==> src/hw/rtl/idwqc_pkg.sv <==
// ----------------------------------------------------------------------------
// idwqc_pkg
// Types, constants and tables shared by the spatial quality check block.
// ----------------------------------------------------------------------------
package idwqc_pkg;

    localparam int MAX_STATIONS = 1024;
    localparam int CNT_W        = $clog2(MAX_STATIONS + 1);

    localparam int MUL_A_W = 64;
    localparam int MUL_B_W = 32;
    localparam int MUL_P_W = MUL_A_W + MUL_B_W;
    localparam int DIV_N_W = 72;
    localparam int DIV_D_W = 64;

    localparam logic [2:0] REG_POWER_METHOD  = 3'd0;
    localparam logic [2:0] REG_MIN_WEIGHT    = 3'd1;
    localparam logic [2:0] REG_MAX_ELEV_DIFF = 3'd2;
    localparam logic [2:0] REG_ALPHA_SQ_BAD  = 3'd3;
    localparam logic [2:0] REG_ALPHA_SQ_DUB  = 3'd4;
    localparam logic [2:0] REG_WRAP_DIR      = 3'd5;

    localparam logic [1:0] RES_KEEP    = 2'd0;
    localparam logic [1:0] RES_GOOD    = 2'd1;
    localparam logic [1:0] RES_DUBIOUS = 2'd2;
    localparam logic [1:0] RES_BAD     = 2'd3;

    localparam logic KIND_HEADER = 1'b0;

    localparam logic signed [20:0] ELEV_MISSING = -21'sd99000;
    localparam logic signed [20:0] OBS_MISSING  = -21'sd99900;

    localparam logic [47:0] FRAC_ONE    = 48'h00_0001_000000;
    localparam logic [63:0] SUM_MAX     = 64'h7FFF_FFFF_FFFF_FFFF;
    localparam logic [63:0] SUM_MIN     = 64'h8000_0000_0000_0000;
    localparam logic [71:0] MEAN_CLAMP  = 72'h40000000;
    localparam logic signed [32:0] WRAP_HALF = 33'sd4608000;
    localparam logic signed [32:0] WRAP_FULL = 33'sd9216000;

    typedef enum logic [3:0] {
        ST_IDLE,
        ST_W_MUL1,
        ST_W_MUL2,
        ST_W_DIV,
        ST_W_CHK,
        ST_P_MUL,
        ST_ACC,
        ST_N_END,
        ST_E_CHK,
        ST_E_DIV,
        ST_E_DIFF,
        ST_E_SQ,
        ST_E_TB,
        ST_E_TD,
        ST_EMIT
    } state_t;

    // 100^p scaled by 2^24
    function automatic logic [DIV_N_W-1:0] idw_numerator(input logic [1:0] p);
        logic [DIV_N_W-1:0] n;
        case (p)
            2'd1:    n = 72'd1677721600;
            2'd2:    n = 72'd167772160000;
            2'd3:    n = 72'd16777216000000;
            default: n = 72'd16777216;
        endcase
        return n;
    endfunction

endpackage

==> src/hw/rtl/idwqc_mul.sv <==
// ----------------------------------------------------------------------------
// idwqc_mul
// Shift-add multiplier, one multiplier bit per cycle.
// ----------------------------------------------------------------------------
module idwqc_mul (
    input  logic                          aclk,
    input  logic                          aresetn,
    input  logic                          start,
    input  logic [idwqc_pkg::MUL_A_W-1:0] a,
    input  logic [idwqc_pkg::MUL_B_W-1:0] b,
    output logic                          done,
    output logic [idwqc_pkg::MUL_P_W-1:0] prod
);

    localparam int CW = $clog2(idwqc_pkg::MUL_B_W);

    logic                          busy_reg, busy_next;
    logic                          done_reg, done_next;
    logic [CW-1:0]                 cnt_reg, cnt_next;
    logic [idwqc_pkg::MUL_A_W-1:0] a_reg, a_next;
    logic [idwqc_pkg::MUL_B_W-1:0] b_reg, b_next;
    logic [idwqc_pkg::MUL_P_W-1:0] acc_reg, acc_next;
    logic [idwqc_pkg::MUL_A_W:0]   sum;

    always_comb begin
        sum = {1'b0, acc_reg[idwqc_pkg::MUL_P_W-1:idwqc_pkg::MUL_B_W]}
            + (b_reg[0] ? {1'b0, a_reg} : '0);
        busy_next = busy_reg;
        done_next = 1'b0;
        cnt_next  = cnt_reg;
        a_next    = a_reg;
        b_next    = b_reg;
        acc_next  = acc_reg;
        if (start && !busy_reg && !done_reg) begin
            a_next    = a;
            b_next    = b;
            acc_next  = '0;
            cnt_next  = '0;
            busy_next = 1'b1;
        end else if (busy_reg) begin
            acc_next = {sum, acc_reg[idwqc_pkg::MUL_B_W-1:1]};
            b_next   = b_reg >> 1;
            cnt_next = cnt_reg + 1'b1;
            if (cnt_reg == CW'(idwqc_pkg::MUL_B_W - 1)) begin
                busy_next = 1'b0;
                done_next = 1'b1;
            end
        end
    end

    always_ff @(posedge aclk) begin
        if (!aresetn) begin
            busy_reg <= 1'b0;
            done_reg <= 1'b0;
        end else begin
            busy_reg <= busy_next;
            done_reg <= done_next;
        end
        cnt_reg <= cnt_next;
        a_reg   <= a_next;
        b_reg   <= b_next;
        acc_reg <= acc_next;
    end

    assign done = done_reg;
    assign prod = acc_reg;

endmodule

==> src/hw/rtl/idwqc_div.sv <==
// ----------------------------------------------------------------------------
// idwqc_div
// Restoring divider, one quotient bit per cycle.
// ----------------------------------------------------------------------------
module idwqc_div (
    input  logic                          aclk,
    input  logic                          aresetn,
    input  logic                          start,
    input  logic [idwqc_pkg::DIV_N_W-1:0] dividend,
    input  logic [idwqc_pkg::DIV_D_W-1:0] divisor,
    output logic                          done,
    output logic [idwqc_pkg::DIV_N_W-1:0] quotient
);

    localparam int CW = $clog2(idwqc_pkg::DIV_N_W);

    logic                          busy_reg, busy_next;
    logic                          done_reg, done_next;
    logic [CW-1:0]                 cnt_reg, cnt_next;
    logic [idwqc_pkg::DIV_N_W-1:0] dvd_reg, dvd_next;
    logic [idwqc_pkg::DIV_D_W-1:0] dsr_reg, dsr_next;
    logic [idwqc_pkg::DIV_D_W-1:0] rem_reg, rem_next;
    logic [idwqc_pkg::DIV_D_W:0]   trial;
    logic [idwqc_pkg::DIV_D_W:0]   diff;
    logic                          ge;

    always_comb begin
        trial = {rem_reg, dvd_reg[idwqc_pkg::DIV_N_W-1]};
        diff  = trial - {1'b0, dsr_reg};
        ge    = trial >= {1'b0, dsr_reg};
        busy_next = busy_reg;
        done_next = 1'b0;
        cnt_next  = cnt_reg;
        dvd_next  = dvd_reg;
        dsr_next  = dsr_reg;
        rem_next  = rem_reg;
        if (start && !busy_reg && !done_reg) begin
            dvd_next  = dividend;
            dsr_next  = divisor;
            rem_next  = '0;
            cnt_next  = '0;
            busy_next = 1'b1;
        end else if (busy_reg) begin
            rem_next = ge ? diff[idwqc_pkg::DIV_D_W-1:0] : trial[idwqc_pkg::DIV_D_W-1:0];
            dvd_next = {dvd_reg[idwqc_pkg::DIV_N_W-2:0], ge};
            cnt_next = cnt_reg + 1'b1;
            if (cnt_reg == CW'(idwqc_pkg::DIV_N_W - 1)) begin
                busy_next = 1'b0;
                done_next = 1'b1;
            end
        end
    end

    always_ff @(posedge aclk) begin
        if (!aresetn) begin
            busy_reg <= 1'b0;
            done_reg <= 1'b0;
        end else begin
            busy_reg <= busy_next;
            done_reg <= done_next;
        end
        cnt_reg <= cnt_next;
        dvd_reg <= dvd_next;
        dsr_reg <= dsr_next;
        rem_reg <= rem_next;
    end

    assign done     = done_reg;
    assign quotient = dvd_reg;

endmodule

==> src/hw/rtl/idw_neighbor_qc_flag_top.sv <==
// ----------------------------------------------------------------------------
// idw_neighbor_qc_flag_top
// Spatial quality check of one observation against the inverse distance
// weighted mean of its neighbors.
// ----------------------------------------------------------------------------
// One item is worked on at a time; s_tready is high only while the block is
// idle. A neighbor runs the bit-serial multiplier to form distance^p (one
// pass for p=2, two for p=3), then a pass of the bit-serial divider forms the
// weight, and one more multiplier pass forms weight*observation; p=0 or a zero
// distance skips the weight, a rejected neighbor skips the product. The last
// item adds the mean (one divider pass), the squared difference and the two
// thresholds (three multiplier passes) unless the flag is kept, and in either
// case any wait for the output register. A finished result waits in the
// output register while the next item is taken in.
// ----------------------------------------------------------------------------
module idw_neighbor_qc_flag_top (
    input  logic         aclk,
    input  logic         aresetn,
    input  logic         s_tvalid,
    output logic         s_tready,
    // distance, elevation, observation, is_self, target_obs, target_elev,
    // variance, incoming_protected, zero fill
    input  logic [151:0] s_tdata,
    input  logic         s_tlast,
    // kind
    input  logic         s_tuser,
    output logic         m_tvalid,
    input  logic         m_tready,
    // result_code, zero fill
    output logic [7:0]   m_tdata,
    input  logic         cfg_wr_en,
    input  logic [2:0]   cfg_index,
    input  logic [47:0]  cfg_wdata
);

    idwqc_pkg::state_t state_reg, state_next;

    logic [1:0]  power_reg;
    logic [47:0] min_w_reg;
    logic [19:0] max_ed_reg;
    logic [15:0] a_bad_reg;
    logic [15:0] a_dub_reg;
    logic        wrap_reg;

    logic [20:0]        d_reg, d_next;
    logic signed [20:0] elev_reg, elev_next;
    logic signed [20:0] obs_reg, obs_next;
    logic               self_reg, self_next;
    logic               last_reg, last_next;
    logic [47:0]        w_reg, w_next;

    logic signed [20:0] hobs_reg, hobs_next;
    logic signed [20:0] helev_reg, helev_next;
    logic [39:0]        hvar_reg, hvar_next;
    logic               hprot_reg, hprot_next;

    logic signed [63:0]            wsum_reg, wsum_next;
    logic [63:0]                   wtsum_reg, wtsum_next;
    logic [idwqc_pkg::CNT_W-1:0]   cnt_reg, cnt_next;
    logic signed [31:0]            mean_reg, mean_next;
    logic [31:0]                   dmag_reg, dmag_next;
    logic [63:0]                   dsq_reg, dsq_next;
    logic [63:0]                   tb_reg, tb_next;
    logic [1:0]                    code_reg, code_next;
    logic                          mval_reg, mval_next;
    logic [1:0]                    mcode_reg, mcode_next;

    logic                          mul_start, mul_done;
    logic [idwqc_pkg::MUL_A_W-1:0] mul_a;
    logic [idwqc_pkg::MUL_B_W-1:0] mul_b;
    logic [idwqc_pkg::MUL_P_W-1:0] mul_prod;
    logic                          div_start, div_done;
    logic [idwqc_pkg::DIV_N_W-1:0] div_n;
    logic [idwqc_pkg::DIV_D_W-1:0] div_d;
    logic [idwqc_pkg::DIV_N_W-1:0] div_q;

    logic               accept, out_free;
    logic signed [21:0] gap;
    logic [21:0]        gap_mag;
    logic               pass, keep;
    logic [20:0]        obs_mag;
    logic [63:0]        wsum_mag;
    logic               psat;
    logic [63:0]        pmag;
    logic signed [63:0] pval;
    logic signed [64:0] sum65;
    logic [64:0]        wt65;
    logic [30:0]        qc;
    logic signed [32:0] diff;
    logic [63:0]        td;

    assign accept   = s_tvalid && s_tready;
    assign out_free = !mval_reg || m_tready;

    // configuration
    always_ff @(posedge aclk) begin
        if (!aresetn) begin
            power_reg  <= 2'd2;
            min_w_reg  <= '0;
            max_ed_reg <= 20'd50000;
            a_bad_reg  <= 16'd1024;
            a_dub_reg  <= 16'd256;
            wrap_reg   <= 1'b0;
        end else if (cfg_wr_en) begin
            case (cfg_index)
                idwqc_pkg::REG_POWER_METHOD:  power_reg  <= cfg_wdata[1:0];
                idwqc_pkg::REG_MIN_WEIGHT:    min_w_reg  <= cfg_wdata;
                idwqc_pkg::REG_MAX_ELEV_DIFF: max_ed_reg <= cfg_wdata[19:0];
                idwqc_pkg::REG_ALPHA_SQ_BAD:  a_bad_reg  <= cfg_wdata[15:0];
                idwqc_pkg::REG_ALPHA_SQ_DUB:  a_dub_reg  <= cfg_wdata[15:0];
                idwqc_pkg::REG_WRAP_DIR:      wrap_reg   <= cfg_wdata[0];
                default: ;
            endcase
        end
    end

    // neighbor tests and evaluation guards
    always_comb begin
        gap     = 22'(helev_reg) - 22'(elev_reg);
        gap_mag = gap[21] ? 22'(-gap) : 22'(gap);
        pass = (w_reg >= min_w_reg) && (obs_reg > idwqc_pkg::OBS_MISSING)
            && (elev_reg > idwqc_pkg::ELEV_MISSING) && !self_reg
            && (gap_mag <= {2'b00, max_ed_reg})
            && (cnt_reg < idwqc_pkg::CNT_W'(idwqc_pkg::MAX_STATIONS));
        keep = hprot_reg || (helev_reg <= idwqc_pkg::ELEV_MISSING)
            || (cnt_reg == '0) || (wtsum_reg == '0);
        obs_mag  = obs_reg[20] ? 21'(-obs_reg) : 21'(obs_reg);
        wsum_mag = wsum_reg[63] ? 64'(-wsum_reg) : 64'(wsum_reg);
    end

    // next state
    always_comb begin
        state_next = state_reg;
        case (state_reg)
            idwqc_pkg::ST_IDLE: begin
                if (accept) begin
                    if (s_tuser == idwqc_pkg::KIND_HEADER) begin
                        state_next = s_tlast ? idwqc_pkg::ST_EMIT : idwqc_pkg::ST_IDLE;
                    end else if (power_reg == 2'd0 || s_tdata[20:0] == '0) begin
                        state_next = idwqc_pkg::ST_W_CHK;
                    end else if (power_reg == 2'd1) begin
                        state_next = idwqc_pkg::ST_W_DIV;
                    end else begin
                        state_next = idwqc_pkg::ST_W_MUL1;
                    end
                end
            end
            idwqc_pkg::ST_W_MUL1: begin
                if (mul_done) begin
                    state_next = (power_reg == 2'd2) ? idwqc_pkg::ST_W_DIV
                                                     : idwqc_pkg::ST_W_MUL2;
                end
            end
            idwqc_pkg::ST_W_MUL2: if (mul_done) state_next = idwqc_pkg::ST_W_DIV;
            idwqc_pkg::ST_W_DIV:  if (div_done) state_next = idwqc_pkg::ST_W_CHK;
            idwqc_pkg::ST_W_CHK: begin
                state_next = pass ? idwqc_pkg::ST_P_MUL : idwqc_pkg::ST_N_END;
            end
            idwqc_pkg::ST_P_MUL:  if (mul_done) state_next = idwqc_pkg::ST_ACC;
            idwqc_pkg::ST_ACC:    state_next = idwqc_pkg::ST_N_END;
            idwqc_pkg::ST_N_END: begin
                state_next = last_reg ? idwqc_pkg::ST_E_CHK : idwqc_pkg::ST_IDLE;
            end
            idwqc_pkg::ST_E_CHK: begin
                state_next = keep ? idwqc_pkg::ST_EMIT : idwqc_pkg::ST_E_DIV;
            end
            idwqc_pkg::ST_E_DIV:  if (div_done) state_next = idwqc_pkg::ST_E_DIFF;
            idwqc_pkg::ST_E_DIFF: state_next = idwqc_pkg::ST_E_SQ;
            idwqc_pkg::ST_E_SQ:   if (mul_done) state_next = idwqc_pkg::ST_E_TB;
            idwqc_pkg::ST_E_TB:   if (mul_done) state_next = idwqc_pkg::ST_E_TD;
            idwqc_pkg::ST_E_TD:   if (mul_done) state_next = idwqc_pkg::ST_EMIT;
            idwqc_pkg::ST_EMIT:   if (out_free) state_next = idwqc_pkg::ST_IDLE;
            default:              state_next = idwqc_pkg::ST_IDLE;
        endcase
    end

    // outputs and unit operands
    always_comb begin
        s_tready  = 1'b0;
        mul_start = 1'b0;
        div_start = 1'b0;
        mul_a     = '0;
        mul_b     = '0;
        div_n     = '0;
        div_d     = '0;
        case (state_reg)
            idwqc_pkg::ST_IDLE: s_tready = 1'b1;
            idwqc_pkg::ST_W_MUL1: begin
                mul_start = 1'b1;
                mul_a     = 64'(d_reg);
                mul_b     = 32'(d_reg);
            end
            idwqc_pkg::ST_W_MUL2: begin
                mul_start = 1'b1;
                mul_a     = mul_prod[63:0];
                mul_b     = 32'(d_reg);
            end
            idwqc_pkg::ST_W_DIV: begin
                div_start = 1'b1;
                div_n     = idwqc_pkg::idw_numerator(power_reg);
                div_d     = (power_reg == 2'd1) ? 64'(d_reg) : mul_prod[63:0];
            end
            idwqc_pkg::ST_P_MUL: begin
                mul_start = 1'b1;
                mul_a     = 64'(w_reg);
                mul_b     = 32'(obs_mag);
            end
            idwqc_pkg::ST_E_DIV: begin
                div_start = 1'b1;
                div_n     = {wsum_mag, 8'h00};
                div_d     = wtsum_reg;
            end
            idwqc_pkg::ST_E_SQ: begin
                mul_start = 1'b1;
                mul_a     = 64'(dmag_reg);
                mul_b     = dmag_reg;
            end
            idwqc_pkg::ST_E_TB: begin
                mul_start = 1'b1;
                mul_a     = 64'(hvar_reg);
                mul_b     = 32'(a_bad_reg);
            end
            idwqc_pkg::ST_E_TD: begin
                mul_start = 1'b1;
                mul_a     = 64'(hvar_reg);
                mul_b     = 32'(a_dub_reg);
            end
            default: ;
        endcase
    end

    // datapath
    always_comb begin
        d_next     = d_reg;
        elev_next  = elev_reg;
        obs_next   = obs_reg;
        self_next  = self_reg;
        last_next  = last_reg;
        w_next     = w_reg;
        hobs_next  = hobs_reg;
        helev_next = helev_reg;
        hvar_next  = hvar_reg;
        hprot_next = hprot_reg;
        wsum_next  = wsum_reg;
        wtsum_next = wtsum_reg;
        cnt_next   = cnt_reg;
        mean_next  = mean_reg;
        dmag_next  = dmag_reg;
        dsq_next   = dsq_reg;
        tb_next    = tb_reg;
        code_next  = code_reg;
        mval_next  = mval_reg && !m_tready;
        mcode_next = mcode_reg;

        psat  = |mul_prod[idwqc_pkg::MUL_P_W-1:63];
        pmag  = psat ? idwqc_pkg::SUM_MAX : {1'b0, mul_prod[62:0]};
        pval  = obs_reg[20] ? (psat ? idwqc_pkg::SUM_MIN : 64'(-pmag)) : pmag;
        sum65 = {wsum_reg[63], wsum_reg} + {pval[63], pval};
        wt65  = {1'b0, wtsum_reg} + 65'(w_reg);
        qc    = (div_q >= idwqc_pkg::MEAN_CLAMP) ? 31'h40000000 : div_q[30:0];
        diff  = 33'(mean_reg) - 33'($signed({hobs_reg, 8'h00}));
        if (wrap_reg && diff > idwqc_pkg::WRAP_HALF) begin
            diff = diff - idwqc_pkg::WRAP_FULL;
        end else if (wrap_reg && diff < -idwqc_pkg::WRAP_HALF) begin
            diff = diff + idwqc_pkg::WRAP_FULL;
        end
        td = {mul_prod[55:0], 8'h00};

        case (state_reg)
            idwqc_pkg::ST_IDLE: begin
                if (accept) begin
                    if (s_tuser == idwqc_pkg::KIND_HEADER) begin
                        hobs_next  = s_tdata[84:64];
                        helev_next = s_tdata[105:85];
                        hvar_next  = s_tdata[145:106];
                        hprot_next = s_tdata[146];
                        wsum_next  = '0;
                        wtsum_next = '0;
                        cnt_next   = '0;
                        code_next  = idwqc_pkg::RES_KEEP;
                    end else begin
                        d_next    = s_tdata[20:0];
                        elev_next = s_tdata[41:21];
                        obs_next  = s_tdata[62:42];
                        self_next = s_tdata[63];
                        last_next = s_tlast;
                        w_next    = (power_reg == 2'd0) ? idwqc_pkg::FRAC_ONE : '0;
                    end
                end
            end
            idwqc_pkg::ST_W_DIV: if (div_done) w_next = div_q[47:0];
            idwqc_pkg::ST_ACC: begin
                if (sum65[64] != sum65[63]) begin
                    wsum_next = sum65[64] ? idwqc_pkg::SUM_MIN : idwqc_pkg::SUM_MAX;
                end else begin
                    wsum_next = sum65[63:0];
                end
                wtsum_next = (wt65 > 65'(idwqc_pkg::SUM_MAX)) ? idwqc_pkg::SUM_MAX
                                                               : wt65[63:0];
                cnt_next = cnt_reg + 1'b1;
            end
            idwqc_pkg::ST_E_CHK: code_next = idwqc_pkg::RES_KEEP;
            idwqc_pkg::ST_E_DIV: begin
                if (div_done) begin
                    mean_next = wsum_reg[63] ? -32'(qc) : 32'(qc);
                end
            end
            idwqc_pkg::ST_E_DIFF: begin
                dmag_next = diff[32] ? 32'(-diff) : 32'(diff);
            end
            idwqc_pkg::ST_E_SQ: if (mul_done) dsq_next = mul_prod[63:0];
            idwqc_pkg::ST_E_TB: if (mul_done) tb_next = td;
            idwqc_pkg::ST_E_TD: begin
                if (mul_done) begin
                    if (dsq_reg >= tb_reg) begin
                        code_next = idwqc_pkg::RES_BAD;
                    end else if (dsq_reg >= td) begin
                        code_next = idwqc_pkg::RES_DUBIOUS;
                    end else begin
                        code_next = idwqc_pkg::RES_GOOD;
                    end
                end
            end
            idwqc_pkg::ST_EMIT: begin
                if (out_free) begin
                    mval_next  = 1'b1;
                    mcode_next = code_reg;
                    wsum_next  = '0;
                    wtsum_next = '0;
                    cnt_next   = '0;
                end
            end
            default: ;
        endcase
    end

    always_ff @(posedge aclk) begin
        if (!aresetn) begin
            state_reg <= idwqc_pkg::ST_IDLE;
            mval_reg  <= 1'b0;
            wsum_reg  <= '0;
            wtsum_reg <= '0;
            cnt_reg   <= '0;
            hobs_reg  <= '0;
            helev_reg <= '0;
            hvar_reg  <= '0;
            hprot_reg <= 1'b0;
        end else begin
            state_reg <= state_next;
            mval_reg  <= mval_next;
            wsum_reg  <= wsum_next;
            wtsum_reg <= wtsum_next;
            cnt_reg   <= cnt_next;
            hobs_reg  <= hobs_next;
            helev_reg <= helev_next;
            hvar_reg  <= hvar_next;
            hprot_reg <= hprot_next;
        end
        d_reg     <= d_next;
        elev_reg  <= elev_next;
        obs_reg   <= obs_next;
        self_reg  <= self_next;
        last_reg  <= last_next;
        w_reg     <= w_next;
        mean_reg  <= mean_next;
        dmag_reg  <= dmag_next;
        dsq_reg   <= dsq_next;
        tb_reg    <= tb_next;
        code_reg  <= code_next;
        mcode_reg <= mcode_next;
    end

    idwqc_mul u_mul (
        .aclk    (aclk),
        .aresetn (aresetn),
        .start   (mul_start),
        .a       (mul_a),
        .b       (mul_b),
        .done    (mul_done),
        .prod    (mul_prod)
    );

    idwqc_div u_div (
        .aclk     (aclk),
        .aresetn  (aresetn),
        .start    (div_start),
        .dividend (div_n),
        .divisor  (div_d),
        .done     (div_done),
        .quotient (div_q)
    );

    assign m_tvalid = mval_reg;
    assign m_tdata  = {6'b000000, mcode_reg};

endmodule

==> config.mk <==
export PLATFORM = sky130hd
export DESIGN_NAME = idw_neighbor_qc_flag_top
export DESIGN_NICKNAME = d
export VERILOG_FILES = /design/src/hw/rtl/idwqc_pkg.sv /design/src/hw/rtl/idwqc_mul.sv /design/src/hw/rtl/idwqc_div.sv /design/src/hw/rtl/idw_neighbor_qc_flag_top.sv
export SDC_FILE = /design/constraint.sdc
export NUM_CORES = 2
export LEC_CHECK = 0
export ABC_CLOCK_PERIOD_IN_PS = 9310
export BUFFER_PORTS_ARGS = -buffer_cell sky130_fd_sc_hd__buf_2
export CAP_MARGIN = 20
export CORE_ASPECT_RATIO = 1.1
export CORE_UTILIZATION = 48
export CTS_BUF_LIST = sky130_fd_sc_hd__clkbuf_8
export CTS_CLUSTER_SIZE = 25
export DETAILED_ROUTE_END_ITERATION = 12
export PLACE_DENSITY = 0.73
export SYNTH_ARGS = -nofsm -noshare
export SYNTH_HDL_FRONTEND = slang
export SYNTH_SLANG_ARGS = --single-unit
==> constraint.sdc <==
create_clock -name aclk -period 9.31 [get_ports aclk]
set_input_delay 0.931 -clock aclk [delete_from_list [all_inputs] [get_ports aclk]]
set_output_delay 0.931 -clock aclk [all_outputs]
set_load 0.05 [all_outputs]
---- After elaboration in Yosys (flattened, before gate mapping) ----
Index checks and enable logic that the tools add are counted.
word-level totals
  register bits after elaboration ......... 1039
  bits of input ports ..................... 210
  output and inout bits ................... 10
  logic and storage cells ................. 248
operators by class
  add/subtract/negate cells ............... 17
  magnitude comparators ................... 13
  equal/unequal tests ..................... 37
  muxes and demuxes ....................... 78
  bitwise logic cells ..................... 4
  reduce and logical (&&, ||, !) cells .... 59
operators with widths
  cell                                                                  number
  2-to-1 mux 64 bit                                                     12
  case mux 64 bit (3 select lines)                                      2
  case mux 64 bit (5 select lines)                                      1
  case mux 32 bit (5 select lines)                                      1
  2-to-1 mux 48 bit                                                     3
  2-to-1 mux 72 bit                                                     2
  case mux 72 bit (2 select lines)                                      1
  case mux 44 bit (3 select lines)                                      1
  greater-or-equal comparator 64 bit                                    2
  case mux 64 bit (2 select lines)                                      1
  2-to-1 mux 32 bit                                                     3
  case mux 48 bit (2 select lines)                                      1
  greater-or-equal comparator 72 x 31 -> 1 bit (second input constant)  1
  2-to-1 mux 33 bit                                                     2
  adder 64 x 48 -> 65 bit                                               1
  adder 64 x 64 -> 65 bit                                               1
  adder 64 x 65 -> 65 bit                                               1
  greater-or-equal comparator 65 x 64 -> 1 bit                          1
  > comparator 65 x 63 -> 1 bit (second input constant)                 1
  logical NOT 64 bit                                                    1
  negator 63 -> 64 bit                                                  1
  negator 64 bit                                                        1
  subtractor 64 bit                                                     1
  2-to-1 mux 63 bit                                                     1
  63 further kinds                                                      165

---- Logic depth before layout (Yosys ltp) ----
  word-level depth ........................ 9
  depth in mapped cells ................... 36
  mapped depth without buffers ............ 32

---- By module ----
Synthesis repeated with hierarchy kept, for this count alone.
unflattened totals
  cell total of the unflattened synthesis .. 7546
  area, all modules ....................... 67996.5 sq um
modules (own cells, without submodules)
  module                    times used  cells each  area an instance (sq um)  sequential area each (sq um)
  idw_neighbor_qc_flag_top  1           5422        45059.5                   15645.0
  idwqc_div                 1           1114        12162.9                   5545.3
  idwqc_mul                 1           1010        10774.1                   4944.7

---- Least setup slack after synthesis ----
Ideal clock, no wire load.
  path type ............................... reg-to-reg
  start ................................... register u_mul.acc_reg, in the netlist u_mul.prod[79]
  end ..................................... register wsum_reg[62]
  setup time .............................. 129 ps
  arrival ................................. 7518 ps
  data required time ...................... 9181 ps
  slack ................................... 1663 ps
  cell stages (with the launch flop) ...... 33
  buffers on the path ..................... 6
  clock period less this slack ............ 7647 ps
  cell sequence ........................... dfxtp_1 -> or3_1 -> or3_1 -> clkbuf_1 -> clkbuf_1 -> buf_1 -> nor2_1 -> ha_1 -> nand3_1 -> or3_1 -> or3_1 -> or3_1 -> or3_1 -> nor2_1 -> a21oi_1 -> xnor2_1 -> ha_1 -> clkbuf_1 -> nand3_1 -> nor3_1 -> nand4_1 -> a2111oi_0 -> nor3_1 -> o21a_1 -> o41ai_1 -> a31o_2 -> a21o_1 -> a31oi_1 -> mux2_2 -> nand2_1 -> clkbuf_1 -> clkbuf_1 -> o21ai_0
between the ends
  cells in the longest elaborated chain, start to end .. 9
  elaborated cells between the ends (all ways) .. 10
  classes of those cells .................. add/sub: 2; eq/ne: 1; mux: 6; reduce/logical: 1
RTL lines
  item                                                       line                                                              RTL
  start: declaration                                         idwqc_mul.sv:22                                                   logic [idwqc_pkg::MUL_P_W-1:0] acc_reg, acc_next;
  start signal: assignment                                   idwqc_mul.sv:62                                                   acc_reg <= acc_next;
  OR reduction 33 bit *                                      idw_neighbor_qc_flag_top.sv:255                                   psat = |mul_prod[idwqc_pkg::MUL_P_W-1:63];
  2-to-1 mux 63 bit                                          idw_neighbor_qc_flag_top.sv:256                                   pmag = psat ? idwqc_pkg::SUM_MAX : {1'b0, mul_prod[62:0]};
  negator 63 -> 64 bit                                       idw_neighbor_qc_flag_top.sv:257                                   pval = obs_reg[20] ? (psat ? idwqc_pkg::SUM_MIN : 64'(-pmag)) : pmag;
  2-to-1 mux 64 bit                                          idw_neighbor_qc_flag_top.sv:257
  2-to-1 mux 64 bit *                                        idw_neighbor_qc_flag_top.sv:257
  adder 64 x 64 -> 65 bit *                                  idw_neighbor_qc_flag_top.sv:258                                   sum65 = {wsum_reg[63], wsum_reg} + {pval[63], pval};
  2-to-1 mux 64 bit / != test 1 bit (equally long branches)  idw_neighbor_qc_flag_top.sv:294, idw_neighbor_qc_flag_top.sv:293
  2-to-1 mux 64 bit *                                        idw_neighbor_qc_flag_top.sv:293                                   if (sum65[64] != sum65[63]) begin
  case mux 64 bit (3 select lines) *                         idw_neighbor_qc_flag_top.sv:269                                   case (state_reg)
  end signal: assignment                                     idw_neighbor_qc_flag_top.sv:351                                   wsum_reg <= wsum_next;
  end: declaration                                           idw_neighbor_qc_flag_top.sv:57                                    logic signed [63:0] wsum_reg, wsum_next;
Mark *: on every way between the ends. The rest lies on a longest branch, timed or not.
A chain may end at the register's enable or synchronous reset.

---- Final worst setup path ----
  start ................................... register u_mul.acc_reg, in the netlist u_mul.prod[69]
  end ..................................... register wsum_reg[60]
Same word-level chain as after synthesis.

==> impl_metrics.yaml <==
floorplan:
  rows: 141
  initial_core_util: 0.485
  ios: 220
  chipHeight_um: 388
  coreArea_mm2: 0.134
  fp.dieW_um: 353
  die_area_mm2: 0.137
clock_network:
  htree_levels: 4
  root_buffer: "clkbuf_8"
  clk_pin_slew_ns: 0.07
  cts_hold_buffers: 0
  tritoncts: "done"
  insertion_delay_ns: 0.97
  cts_buffers: 175
  clkSinkCount: 1039
  cts_max_path_buffers: 3
timing:
  drv_slew: 0
  tns_ns: 0
  finClkSkew_ns: 0.0960
  period_minus_slack_ns: 8.88
  slew_headroom: 0.257
  setup_viol: 0
  fin_crit_sh: 0.954
  timing.fmax_ghz: 0.113
  holdWs_ns: 0.123
  worst_pin_slew_ns: 1.12
  rsz0062_at_grt: "false"
  finalHoldViolCount: 0
layout:
  fillers: 12218
  drive_above_1_share: 0.0866
  syn_to_final_growth_pct: 10.3
  largest_reg_flops: 96
  nNetsFinal: 8308
  register_area_mm2: 0.0261
  multi_input_area_mm2: 0.0361
routing:
  avgRoutedWirePerCell_um: 23.8
  vias: 58868
  dr.pass1.iters: 10
  drc_errors: 0
  drt-total-wl_um: 228000
  route.antenna.remaining_nets: 0
  vias_per_cell: 6.15
  drt_iter0_markers: 7240
place:
  io_buffers: 208
  hpwl_um: 169000
  gp_congestion: 1.03
global_route:
  overflow: 0
  grt_pass1_wl_um: 337000
  antenna_found_initial: 11
  grt_max_degree: 97
  first_global_vias: 55369
  grtUsageTotal: 0.321
synth:
  synthArstFlopShare: 0
  syn_area_per_cell_um2: 8.70
  syn_area_mm2: 0.0651
  ys_seq_elements: 1039
  synth_cell_type_count: 97
  syn_inst: 7491
  synth_edf_count: 533
  synth_ff_type: "edfxtp_1"
  ys_seq_area_frac: 0.401
  yosysWarnings: 0
setup_path:
  critPathCaptureType: "flip-flop"
  cpPeakStageDelay_ns: 0.58
  crit_slowest_cell: "or3_1"
  crit_fanout: 8
  crit_arrival_ns: 9.66
  startpoint: "u_mul.prod[69]"
  timing.rr.start: "u_mul.prod[69]"
  crit_path_start_kind: "flip-flop"
  crit_top_cell: "or3_1"
  path_class: "reg -> reg"
  worstPathRequired_ns: 10.08
  crit_family: "simple AND/OR/NAND/NOR gates"
  critPathBufInv: 1
hold_path:
  min_path_type: "in -> reg"
  hold_start: "s_tdata[43]"
status:
  status: "finished clean"
pwr:
  leakagePower_nw: 29.3
  vdd.ir_drop.worst_uv: 185
  cellPowerDensity_mw_per_mm2: 245
job:
  cap_viol_max_count: 0
where the power goes:
| group | total, mW | leakage, nW | switching, mW | internal [mW] |
|---|---|---|---|---|
| Sequential | 6.60 | 8.94 | 0.848 | 5.75 |
| Clock | 4.41 | 2.14 | 2.11 | 2.29 |
| Combinational | 6.57 | 18.3 | 4.28 | 2.29 |
| Total | 17.6 | 29.3 | 7.24 | 10.3 |
synth_stat cells (19+ instances only):
cell type,n,area share
a21o_1,232,0.027
nand2b_1,77,0.0074
nand2_1,1114,0.064
o311ai_0,30,0.0040
nor2_1,437,0.025
a31oi_1,55,0.0053
edfxtp_1,533,0.25
a22o_1,114,0.015
nor3_1,102,0.0078
dfxtp_1,506,0.16
a221o_1,23,0.0035
xnor2_1,235,0.032
a211oi_1,34,0.0039
inv_1,414,0.024
nand3_1,149,0.011
nor4_1,65,0.0062
or2_2,33,0.0032
or3_1,67,0.0064
ha_1,480,0.092
a22oi_1,69,0.0080
nor2b_1,58,0.0056
nand4_1,108,0.010
o21ai_0,588,0.045
a221oi_1,31,0.0042
o31ai_1,66,0.0076
and2_1,168,0.016
a41oi_1,19,0.0026
a21oi_1,597,0.046
and3_1,46,0.0044
o211ai_1,32,0.0037
o41ai_1,19,0.0026
a222oi_1,22,0.0034
or4_1,19,0.0022
o21a_1,56,0.0065
clkbuf_1,356,0.021
xor2_1,189,0.025
a32oi_1,23,0.0031
o21bai_1,35,0.0040
area by class of cell:
class / count / share of cell area
Antenna cell: 11 / 0.000383
Sequential cell: 1039 / 0.364
Clock buffer: 190 / 0.0364
Tap cell: 1787 / 0.0311
Inverter: 416 / 0.0219
Multi-Input combinational cell: 5659 / 0.503
Clock inverter: 142 / 0.0154
Timing Repair Buffer: 321 / 0.0277
metal layers:
metal | part of all wire | up-vias | wire length, um | track usage
met4 | 0.074 | 8 | 16900 | 0.213
li1 | - | 27351 | - | -
met1 | 0.39 | 27810 | 87700 | 0.397
met3 | 0.099 | 707 | 22600 | 0.0741
met2 | 0.44 | 2992 | 100000 | 0.502
met5 | 0.00027 | - | 61 | 0.000351
worst register-to-register path: cells and delay by family (launching register included):
kind / cells / cell delay [ns]
and+or+nand+nor: 16 / 4.99
AOI/OAI and AO/OA: 8 / 2.01
adders and majority gates: 2 / 0.64
muxes: 1 / 0.36
DFF: 1 / 0.33
buffers and inverters: 1 / 0.19
xor gates and xnor gates: 1 / 0.18
path summary, 6_finish.rpt:
path                            slack [ns]           end  cells past startpoint
worst min register to register        0.42  mcode_reg[0]                      0
worst max-delay path                  0.43  wsum_reg[60]                     29
worst max register to register        0.43  wsum_reg[60]                     29
worst min-delay path                  0.12    obs_reg[1]                      1
cell families after synthesis:
group                    share of synthesized area
AND/OR/NAND/NOR                              0.180
AO/OA/AOI/OAI                                0.218
flip-flops                                   0.401
buffers and inverters                       0.0465
adder cells (fa/ha/maj)                     0.0942
XOR/XNOR                                    0.0570
multiplexers                               0.00321
other                                    0.0000576
cells in the final DEF (no fill, tap or decap), types with 100 or more instances in the layout:
cell / n
a21o_1: 232
a21oi_1: 596
a22o_1: 114
and2_1: 165
buf_2: 210
buf_4: 104
clkbuf_8: 190
dfxtp_1: 503
edfxtp_1: 533
ha_1: 480
inv_1: 471
nand2_1: 1112
nand3_1: 149
nand4_1: 108
nor2_1: 422
nor3_1: 100
o21ai_0: 588
xnor2_1: 234
xor2_1: 189
stage by stage:
step                power [mW]  worst slack [ns]  cell area (um^2)  instances  utilization
floorplan                 10.8              1.66             65200       7496            -
global placement          12.9             0.710             67900       9214        0.505
detailed placement        13.0             0.573             68000       9216        0.506
CTS                       17.4             0.493             71700       9548        0.533
global route              18.4            0.0272             71800       9555        0.534
finish                    17.6             0.429             71800       9565        0.534
what timing repair did:
action                                  4_1_cts  5_1_grt
resized for setup                             0        1
buffers inserted                              0        2
endpoints found under the setup margin        0       59
Power figures use the tool's default switching activity.
